`src/rtl/mstq_pkg.sv`:
```
// Shared constants, codes, types and index helpers for the timer slot queue.
// No dependencies; every other file but mstq_ram imports this package.
`default_nettype none

package mstq_pkg;

  // Number of timer slots held in the slot memory (1 to 16, the reach of a 4-bit slot id).
  localparam int NUM_SLOTS = 16;

  // Slot memory address width, and a counter width that can hold NUM_SLOTS itself.
  localparam int SLOT_AW = (NUM_SLOTS > 1) ? $clog2(NUM_SLOTS) : 1;
  localparam int SLOT_CW = $clog2(NUM_SLOTS + 1);

  localparam int TICK_W   = 32;
  localparam int PERIOD_W = 24;
  localparam int ID_W     = 4;

  // Request codes.
  localparam logic [1:0] REQ_TICK     = 2'd0;
  localparam logic [1:0] REQ_REGISTER = 2'd1;
  localparam logic [1:0] REQ_CANCEL   = 2'd2;
  localparam logic [1:0] REQ_CLEAR    = 2'd3;

  // Result kinds.
  localparam logic [1:0] KIND_ACCEPT = 2'd0;
  localparam logic [1:0] KIND_REJECT = 2'd1;
  localparam logic [1:0] KIND_EXPIRY = 2'd2;

  // One entry of the slot memory.
  typedef struct packed {
    logic [TICK_W-1:0]   deadline;
    logic [PERIOD_W-1:0] period;
    logic                one_shot;
  } slot_entry_t;

  localparam int ENTRY_W = $bits(slot_entry_t);

  // Map a request slot id onto a memory address.
  function automatic logic [SLOT_AW-1:0] id_to_addr(input logic [ID_W-1:0] id);
    logic [SLOT_AW+ID_W-1:0] wide;
    wide = {{SLOT_AW{1'b0}}, id};
    return wide[SLOT_AW-1:0];
  endfunction

  // Map a memory address back onto a result slot id.
  function automatic logic [ID_W-1:0] addr_to_id(input logic [SLOT_AW-1:0] addr);
    logic [SLOT_AW+ID_W-1:0] wide;
    wide = {{ID_W{1'b0}}, addr};
    return wide[ID_W-1:0];
  endfunction

  // True when the request slot id names a slot that exists.
  function automatic logic id_in_range(input logic [ID_W-1:0] id);
    return (int'(id) < NUM_SLOTS);
  endfunction

endpackage

`default_nettype wire

```
`src/rtl/mstq_if.sv`:
```
// Valid/ready channel interfaces for requests and results of the timer slot queue.
// Depends on mstq_pkg for field widths.
`default_nettype none

interface mstq_req_if;
  import mstq_pkg::*;
  logic                valid;
  logic                ready;
  logic [1:0]          req_type;
  logic [ID_W-1:0]     slot_id;
  logic [PERIOD_W-1:0] period;
  logic                one_shot;

  modport source (output valid, req_type, slot_id, period, one_shot, input ready);
  modport sink   (input valid, req_type, slot_id, period, one_shot, output ready);
endinterface

interface mstq_res_if;
  import mstq_pkg::*;
  logic              valid;
  logic              ready;
  logic [1:0]        result_kind;
  logic [ID_W-1:0]   fired_slot;
  logic [TICK_W-1:0] fire_time;
  logic              was_one_shot;
  logic              last;

  modport source (output valid, result_kind, fired_slot, fire_time, was_one_shot, last,
                  input ready);
  modport sink   (input valid, result_kind, fired_slot, fire_time, was_one_shot, last,
                  output ready);
endinterface

`default_nettype wire

```
`src/rtl/mstq_ram.sv`:
```
// Generic single-write, single-read synchronous RAM with a registered read.
// No dependencies.
`default_nettype none

module mstq_ram #(
  parameter int WIDTH = 8,
  parameter int DEPTH = 16,
  localparam int AW = (DEPTH > 1) ? $clog2(DEPTH) : 1
) (
  input  wire logic             clk,
  input  wire logic             wr_en,
  input  wire logic [AW-1:0]    wr_addr,
  input  wire logic [WIDTH-1:0] wr_data,
  input  wire logic [AW-1:0]    rd_addr,
  output logic      [WIDTH-1:0] rd_data
);

  logic [WIDTH-1:0] mem [DEPTH];

  always_ff @(posedge clk) begin
    if (wr_en) begin
      mem[wr_addr] <= wr_data;
    end
    rd_data <= mem[rd_addr];
  end

endmodule

`default_nettype wire

```
`src/rtl/multi_slot_timer_queue_unit.sv`:
```
// Top level of the timer slot queue: request handling, tick scan and result register.
// Depends on mstq_pkg, mstq_if (mstq_req_if, mstq_res_if) and mstq_ram.
//
// A table of NUM_SLOTS timer slots. Register, cancel and clear requests each give
// exactly one result transaction (last = 1); the next request is taken as soon as
// the result register is free or being emptied. A tick advances the 32-bit wrapping
// time count and then scans every slot in index order, one slot a cycle through the
// slot memory's single read port unless the result side stalls the scan. After the
// tick's accept the block reads each slot, evaluates the last one, sees the scan
// empty and hands over any final expiry before it takes the next request; a stalled
// result side holds it back further. Each armed slot whose deadline equals the new
// time gives one expiry transaction; one-shot slots disarm, repeating slots re-arm
// at time plus period. A tick with no expiry gives no transaction. Deadline, period
// and style live in the slot memory; armed bits are flip-flops cleared by reset and
// by a clear request, so no clearing pass is needed after reset.
`default_nettype none

module multi_slot_timer_queue_unit
  import mstq_pkg::*;
(
  input  wire logic   clk,
  input  wire logic   rst,
  mstq_req_if.sink    req,
  mstq_res_if.source  res
);

  localparam logic [1:0] S_IDLE  = 2'd0;
  localparam logic [1:0] S_SCAN  = 2'd1;
  localparam logic [1:0] S_FLUSH = 2'd2;

  logic [1:0]           state;
  logic [TICK_W-1:0]    cur_tick;
  logic [NUM_SLOTS-1:0] armed;

  // Scan pipeline: read stage index and evaluate stage.
  logic [SLOT_CW-1:0]   idx_rd;
  logic                 ev_valid;
  logic [SLOT_AW-1:0]   ev_idx;

  // Pending expiry, held back until it is known whether another one follows.
  logic                 pend_valid;
  logic [ID_W-1:0]      pend_slot;
  logic                 pend_one_shot;

  // Result register.
  logic                 out_valid;
  logic [1:0]           out_kind;
  logic [ID_W-1:0]      out_slot;
  logic                 out_one_shot;
  logic                 out_last;

  // Memory ports.
  logic                 wr_en;
  logic [SLOT_AW-1:0]   wr_addr;
  slot_entry_t          wr_entry;
  logic [SLOT_AW-1:0]   rd_addr;
  slot_entry_t          rd_entry;
  logic [ENTRY_W-1:0]   rd_bits;

  logic                 out_free;
  logic                 in_acc;
  logic                 rd_more;
  logic                 hit;
  logic                 stall;
  logic                 reg_ok;
  logic [SLOT_AW-1:0]   req_addr;

  assign out_free = !out_valid || res.ready;
  assign req.ready = (state == S_IDLE) && out_free;
  assign in_acc = req.valid && req.ready;

  assign req_addr = id_to_addr(req.slot_id);
  assign reg_ok   = (req.period != '0) && id_in_range(req.slot_id);

  assign rd_more = (idx_rd < SLOT_CW'(NUM_SLOTS));
  assign rd_entry = slot_entry_t'(rd_bits);
  assign hit   = (state == S_SCAN) && ev_valid && armed[ev_idx]
                 && (rd_entry.deadline == cur_tick);
  // Hold the scan when a second expiry is found and the first cannot move on.
  assign stall = hit && pend_valid && !out_free;

  // Re-read the entry under evaluation while stalled so its data stays put.
  assign rd_addr = stall ? ev_idx : idx_rd[SLOT_AW-1:0];

  always_comb begin
    wr_en    = 1'b0;
    wr_addr  = req_addr;
    wr_entry = '{deadline: cur_tick + {{(TICK_W-PERIOD_W){1'b0}}, req.period},
                 period:   req.period,
                 one_shot: req.one_shot};
    if (state == S_SCAN) begin
      // Re-arm a repeating slot at now plus its period.
      wr_en    = hit && !stall && !rd_entry.one_shot;
      wr_addr  = ev_idx;
      wr_entry = '{deadline: cur_tick + {{(TICK_W-PERIOD_W){1'b0}}, rd_entry.period},
                   period:   rd_entry.period,
                   one_shot: rd_entry.one_shot};
    end else if (in_acc && (req.req_type == REQ_REGISTER) && reg_ok) begin
      wr_en = 1'b1;
    end
  end

  mstq_ram #(
    .WIDTH (ENTRY_W),
    .DEPTH (NUM_SLOTS)
  ) u_slot_ram (
    .clk     (clk),
    .wr_en   (wr_en),
    .wr_addr (wr_addr),
    .wr_data (wr_entry),
    .rd_addr (rd_addr),
    .rd_data (rd_bits)
  );

  always_ff @(posedge clk) begin
    if (rst) begin
      state      <= S_IDLE;
      cur_tick   <= '0;
      armed      <= '0;
      idx_rd     <= '0;
      ev_valid   <= 1'b0;
      pend_valid <= 1'b0;
      out_valid  <= 1'b0;
    end else begin
      // Drop the result once taken; overridden below when a new one is loaded.
      if (out_free) begin
        out_valid <= 1'b0;
      end
      case (state)
        S_IDLE: begin
          if (in_acc) begin
            out_one_shot <= 1'b0;
            out_last     <= 1'b1;
            out_slot     <= req.slot_id;
            out_kind     <= KIND_ACCEPT;
            case (req.req_type)
              REQ_TICK: begin
                cur_tick <= cur_tick + TICK_W'(1);
                idx_rd   <= '0;
                ev_valid <= 1'b0;
                state    <= S_SCAN;
              end
              REQ_REGISTER: begin
                out_valid <= 1'b1;
                if (reg_ok) begin
                  armed[req_addr] <= 1'b1;
                end else begin
                  out_kind <= KIND_REJECT;
                end
              end
              REQ_CANCEL: begin
                out_valid <= 1'b1;
                if (id_in_range(req.slot_id)) begin
                  armed[req_addr] <= 1'b0;
                end
              end
              default: begin
                out_valid <= 1'b1;
                out_slot  <= '0;
                armed     <= '0;
              end
            endcase
          end
        end
        S_SCAN: begin
          if (!stall) begin
            ev_valid <= rd_more;
            ev_idx   <= idx_rd[SLOT_AW-1:0];
            if (rd_more) begin
              idx_rd <= idx_rd + SLOT_CW'(1);
            end
            if (hit) begin
              // A later expiry exists, so the held one is not the last.
              if (pend_valid) begin
                out_valid    <= 1'b1;
                out_kind     <= KIND_EXPIRY;
                out_slot     <= pend_slot;
                out_one_shot <= pend_one_shot;
                out_last     <= 1'b0;
              end
              pend_valid    <= 1'b1;
              pend_slot     <= addr_to_id(ev_idx);
              pend_one_shot <= rd_entry.one_shot;
              if (rd_entry.one_shot) begin
                armed[ev_idx] <= 1'b0;
              end
            end
            if (!rd_more && !ev_valid) begin
              state <= S_FLUSH;
            end
          end
        end
        S_FLUSH: begin
          if (!pend_valid) begin
            state <= S_IDLE;
          end else if (out_free) begin
            out_valid    <= 1'b1;
            out_kind     <= KIND_EXPIRY;
            out_slot     <= pend_slot;
            out_one_shot <= pend_one_shot;
            out_last     <= 1'b1;
            pend_valid   <= 1'b0;
            state        <= S_IDLE;
          end
        end
        default: begin
          state <= S_IDLE;
        end
      endcase
    end
  end

  // The time count only moves on a tick accept, which needs a free result
  // register, so a waiting result always sees the time it was produced at.
  assign res.valid        = out_valid;
  assign res.result_kind  = out_kind;
  assign res.fired_slot   = out_slot;
  assign res.fire_time    = cur_tick;
  assign res.was_one_shot = out_one_shot;
  assign res.last         = out_last;

  // No expiry may be left behind once the block is back at rest.
  a_idle_no_pend: assert property (@(posedge clk) disable iff (rst)
    (state == S_IDLE) |-> !pend_valid)
    else $error("pending expiry left over in idle");

  // Only expiries carry a style.
  a_style_on_expiry: assert property (@(posedge clk) disable iff (rst)
    (out_valid && (out_kind != KIND_EXPIRY)) |-> !out_one_shot)
    else $error("style set on a non-expiry result");

  // A tick advances the time count by exactly one.
  a_tick_advance: assert property (@(posedge clk) disable iff (rst)
    (in_acc && (req.req_type == REQ_TICK)) |=>
      (cur_tick == TICK_W'($past(cur_tick) + TICK_W'(1))))
    else $error("time count did not advance on a tick");

  // A one-shot expiry disarms its slot.
  a_one_shot_disarm: assert property (@(posedge clk) disable iff (rst)
    (hit && !stall && rd_entry.one_shot) |=> !armed[$past(ev_idx)])
    else $error("one-shot slot still armed after expiry");

  // The scan never touches the memory for a request write.
  a_scan_write: assert property (@(posedge clk) disable iff (rst)
    (state == S_SCAN && wr_en) |-> (hit && (wr_addr == ev_idx)))
    else $error("memory write during scan outside a re-arm");

endmodule

`default_nettype wire

```
`src/flat_wrapper.sv`:
```
// flat-port wrapper written by rule: the top's interface ports become plain ports
module multi_slot_timer_queue_unit_flat import mstq_pkg::*;
  (clk, rst, req_valid, req_req_type, req_slot_id, req_period, req_one_shot, req_ready, res_valid, res_result_kind, res_fired_slot, res_fire_time, res_was_one_shot, res_last, res_ready);
  mstq_req_if req_i ();
  mstq_res_if res_i ();
  input  wire logic clk;
  input  wire logic rst;
  input wire logic [$bits(req_i.valid)-1:0] req_valid;
  input wire logic [$bits(req_i.req_type)-1:0] req_req_type;
  input wire logic [$bits(req_i.slot_id)-1:0] req_slot_id;
  input wire logic [$bits(req_i.period)-1:0] req_period;
  input wire logic [$bits(req_i.one_shot)-1:0] req_one_shot;
  output wire logic [$bits(req_i.ready)-1:0] req_ready;
  output wire logic [$bits(res_i.valid)-1:0] res_valid;
  output wire logic [$bits(res_i.result_kind)-1:0] res_result_kind;
  output wire logic [$bits(res_i.fired_slot)-1:0] res_fired_slot;
  output wire logic [$bits(res_i.fire_time)-1:0] res_fire_time;
  output wire logic [$bits(res_i.was_one_shot)-1:0] res_was_one_shot;
  output wire logic [$bits(res_i.last)-1:0] res_last;
  input wire logic [$bits(res_i.ready)-1:0] res_ready;
  assign req_i.valid = req_valid;
  assign req_i.req_type = req_req_type;
  assign req_i.slot_id = req_slot_id;
  assign req_i.period = req_period;
  assign req_i.one_shot = req_one_shot;
  assign req_ready = req_i.ready;
  assign res_valid = res_i.valid;
  assign res_result_kind = res_i.result_kind;
  assign res_fired_slot = res_i.fired_slot;
  assign res_fire_time = res_i.fire_time;
  assign res_was_one_shot = res_i.was_one_shot;
  assign res_last = res_i.last;
  assign res_i.ready = res_ready;
  multi_slot_timer_queue_unit u_core (.clk(clk), .rst(rst), .req(req_i), .res(res_i));
endmodule
```
`config.mk`:
```
export PLATFORM = sky130hd
export DESIGN_NAME = multi_slot_timer_queue_unit_flat
export DESIGN_NICKNAME = d
export VERILOG_FILES = /design/src/rtl/mstq_pkg.sv /design/src/rtl/mstq_if.sv /design/src/rtl/mstq_ram.sv /design/src/rtl/multi_slot_timer_queue_unit.sv /design/src/flat_wrapper.sv
export SDC_FILE = /design/constraint.sdc
export NUM_CORES = 2
export LEC_CHECK = 0
export ABC_AREA = 0
export BUFFER_PORTS_ARGS = -buffer_cell sky130_fd_sc_hd__buf_4
export CAP_MARGIN = 30
export CORE_MARGIN = 3
export CORE_UTILIZATION = 50
export DETAILED_ROUTE_END_ITERATION = 8
export PLACE_DENSITY = 0.75
export SKIP_CTS_REPAIR_TIMING = 1
export SYNTH_ARGS = -nofsm -noshare
export SYNTH_HDL_FRONTEND = slang
export SYNTH_HIERARCHICAL = 1
export SYNTH_SLANG_ARGS = --single-unit
```
`constraint.sdc`:
```
create_clock -name clk -period 8.9 [get_ports clk]
set_input_delay 1.78 -clock clk [delete_from_list [all_inputs] [get_ports clk]]
set_output_delay 1.78 -clock clk [all_outputs]
set_load 0.005 [all_outputs]
```
==> reports/metrics.cfg <==
[run_status]
outcome=complete, no violations

[flow_run]
maxCapViolations=0

[synthesis]
ys_types=63
synthTopCellsByArea=edfxtp_1 (68%), mux4_2 (13%), dfxtp_1 (5.6%), a22oi_1 (2.1%), xor2_1 (1.2%)
syn_avg_cell_area_um2=18.9
synth_seq_cells=1044
synth_common_cells=edfxtp_1 (929), mux4_2 (229), nand2_1 (126)
ys.flop_type=edfxtp_1
syn_area_mm2=0.0412
synth_async_sr_flop_share=0
yosysMostFrequentCell=edfxtp_1
yosysTopAreaCell=edfxtp_1
synth-edff-count=929
synth-seq-area-share=0.732
synthCells=2186
yosys_warnings=6
synth_top_area_share=0.677
syn_nets=2256

[placement]
gp_congestion=0.862
io_buffers=76
placed_area_mm2=0.0433
dp.final_hpwl_um=54900

[sta]
fin_setup_tns_ns=0
max_slew_margin=0.286
fin_crit_sh=0.636
setup_violations=0
tightest_slew_ns=1.07
clock-skew-final_ns=0.0254
rsz0062_at_grt=false
slew_violations=0
max_freq_mhz=177
hold_viol_final=0
min_period_ns=5.66

[worst_setup_path]
critPathKind=flop to flop
crit_arrival_ns=5.96
r2r-end=u_core/u_slot_ram/mem[14][53]
crit_end=u_core/u_slot_ram/mem[14][53]
startpoint_type=flop
crit_fanout=30
worst_setup_path_end_kind=flop
reg2reg_slack_ns=3.24
reg2reg_from=u_core/state[1]
rr_worst_depth=13
crit_start=u_core/state[1]
critPathRequiredTime_ns=9.20

[global_routing]
gr-usage-all-layers=0.231
grt_overflow=0
grt_pass1_vias=22100
grt_pass1_wl_um=146000
grt_max_degree=126
antenna_found_initial=1

[detailed_routing]
wire_per_inst_um=28.3
routed_wl_um=98200
vias=21900
drc=0
drt_iter0_markers=2650
first_pass_iters=5
ant_nets=0
via_per_inst=6.31

[die]
core_area_mm2=0.0811
pin_count=77
start_util=0.509
rows=104
die_h_um=293
die_area_mm2=0.0860
die_w_um=293

[clock_tree]
cts_buffer_depth=3
cts_num_sinks=1044
ctsHtreeMaxLevel=3
clkTransAtPathRegs_ns=0.06
cts_made_buffers=101
clk_latency_ns=0.66
cts_tree=yes
cts_root_buffer=clkbuf_16

[pwr]
ir_drop_mv=0.154
leakagePower_nw=15.3
cellPowerDensity_mw_per_mm2=234

[worst_hold_path]
holdCritPathClass=flop to flop

[finish]
design_area_mm2=0.0469
drive_above_1_share=0.246
syn2layout_area_growth_pct=13.8
final_nets=2390

## final cells by class
| class | count | area, µm² |
|---|---|---|
| Antenna cell | 1 | 2.50 |
| Clock buffer | 140 | 2840 |
| Clock inverter | 52 | 643 |
| Fill cell | 5715 | 34100 |
| Inverter | 25 | 93.8 |
| Multi-Input combinational cell | 1010 | 10600 |
| Sequential cell | 1044 | 30200 |
| Tap cell | 1060 | 1330 |
| Timing Repair Buffer | 138 | 1220 |
## per-layer routing
metal / track usage / share of wire / vias up
li1: - / - / 9141
met1: 0.318 / 0.38 / 11300
met2: 0.361 / 0.48 / 1240
met3: 0.0636 / 0.11 / 179
met4: 0.0762 / 0.028 / 2
met5: 0.00831 / 0.0010 / -
## worst max-delay path: stages, from the launching register on
cell and delay, ns:
dfxtp_1 0.33, inv_1 0.09, ha_2 0.78, mux2_2 0.55
ha_1 0.27, fa_1 0.46, a211oi_1 0.30, o21ai_0 0.21
a32oi_1 0.28, o221ai_1 0.28, a221oi_1 0.80, a21oi_1 0.32
nand3_1 0.19, xnor2_1 0.44
## report_power, final
part | leakage, nW | switching, mW | internal [mW]
Combinational | 4.04 | 0.608 | 0.281
Sequential | 9.54 | 0.0310 | 5.64
Clock | 1.70 | 1.79 | 2.64
## worst min path at each step
stage	endpoint	start	slack, ns	cells past startpoint
floorplan	u_core/pend_one_shot	u_core/u_slot_ram/rd_data[0]	0.44	0
global placement	u_core/idx_rd[2]	u_core/idx_rd[2]	0.48	2
detailed placement	u_core/idx_rd[2]	u_core/idx_rd[2]	0.49	2
CTS	u_core/idx_rd[2]	u_core/idx_rd[2]	0.50	2
global route	u_core/idx_rd[2]	u_core/idx_rd[2]	0.53	2
finish	u_core/armed[13]	u_core/armed[13]	0.52	1
## cells by family (layout without fill, tap and decap cells)
| logic type | count (synthesis) | in the layout | synth area share |
|---|---|---|---|
| other | 0 | 1 | 0 |
| adder cells (fa/ha/maj) | 35 | 35 | 0.0108 |
| AND/OR/NAND/NOR | 352 | 352 | 0.0415 |
| flip-flops | 1044 | 1044 | 0.732 |
| AO/OA/AOI/OAI | 262 | 262 | 0.0438 |
| XOR/XNOR | 91 | 91 | 0.0193 |
| multiplexers | 270 | 270 | 0.137 |
| buffers and inverters | 132 | 355 | 0.0148 |
## cells in the final DEF, fill, tap and decap left out, drive strengths merged, types with 28 or more instances in the layout
master  instances
dfxtp         115
buf           138
inv            30
mux2           32
a22oi         117
mux4          232
nand2         126
nand3          29
clkinv         28
edfxtp        929
clkbuf        140
a21oi          61
xor2           56
xnor2          35
ha             34
nor2           84
## stage by stage
| stage | std cells | setup WS, ns | util | hold slack (ns) | total power [mW] |
|---|---|---|---|---|---|
| after global routing | 3469 | 2.81 | 0.579 | 0.534 | 11.3 |
| after CTS | 3461 | 3.04 | 0.577 | 0.505 | 11.0 |
| after detailed placement | 3269 | 2.51 | 0.534 | 0.495 | 6.64 |
| final | 3470 | 3.24 | 0.579 | 0.515 | 11.0 |
| after global placement | 3250 | 2.56 | 0.531 | 0.482 | 6.56 |
| after floorplan | 2186 | 0.962 | - | 0.442 | 6.30 |
## registers in the layout (all words and copies together) (netlist names)
register                   cells
u_core/u_slot_ram/mem        912
u_core/u_slot_ram/rd_data     57
u_core/res.fire_time          32
u_core/armed                  16
u_core/idx_rd                  5
u_core/ev_idx                  4
u_core/pend_slot               4
u_core/res.fired_slot          4
u_core/res.result_kind         2
u_core/state                   2
u_core/ev_valid                1
u_core/pend_one_shot           1
u_core/pend_valid              1
u_core/res.last                1
u_core/res.valid               1
u_core/res.was_one_shot        1
Power figures use the tool's default switching activity.
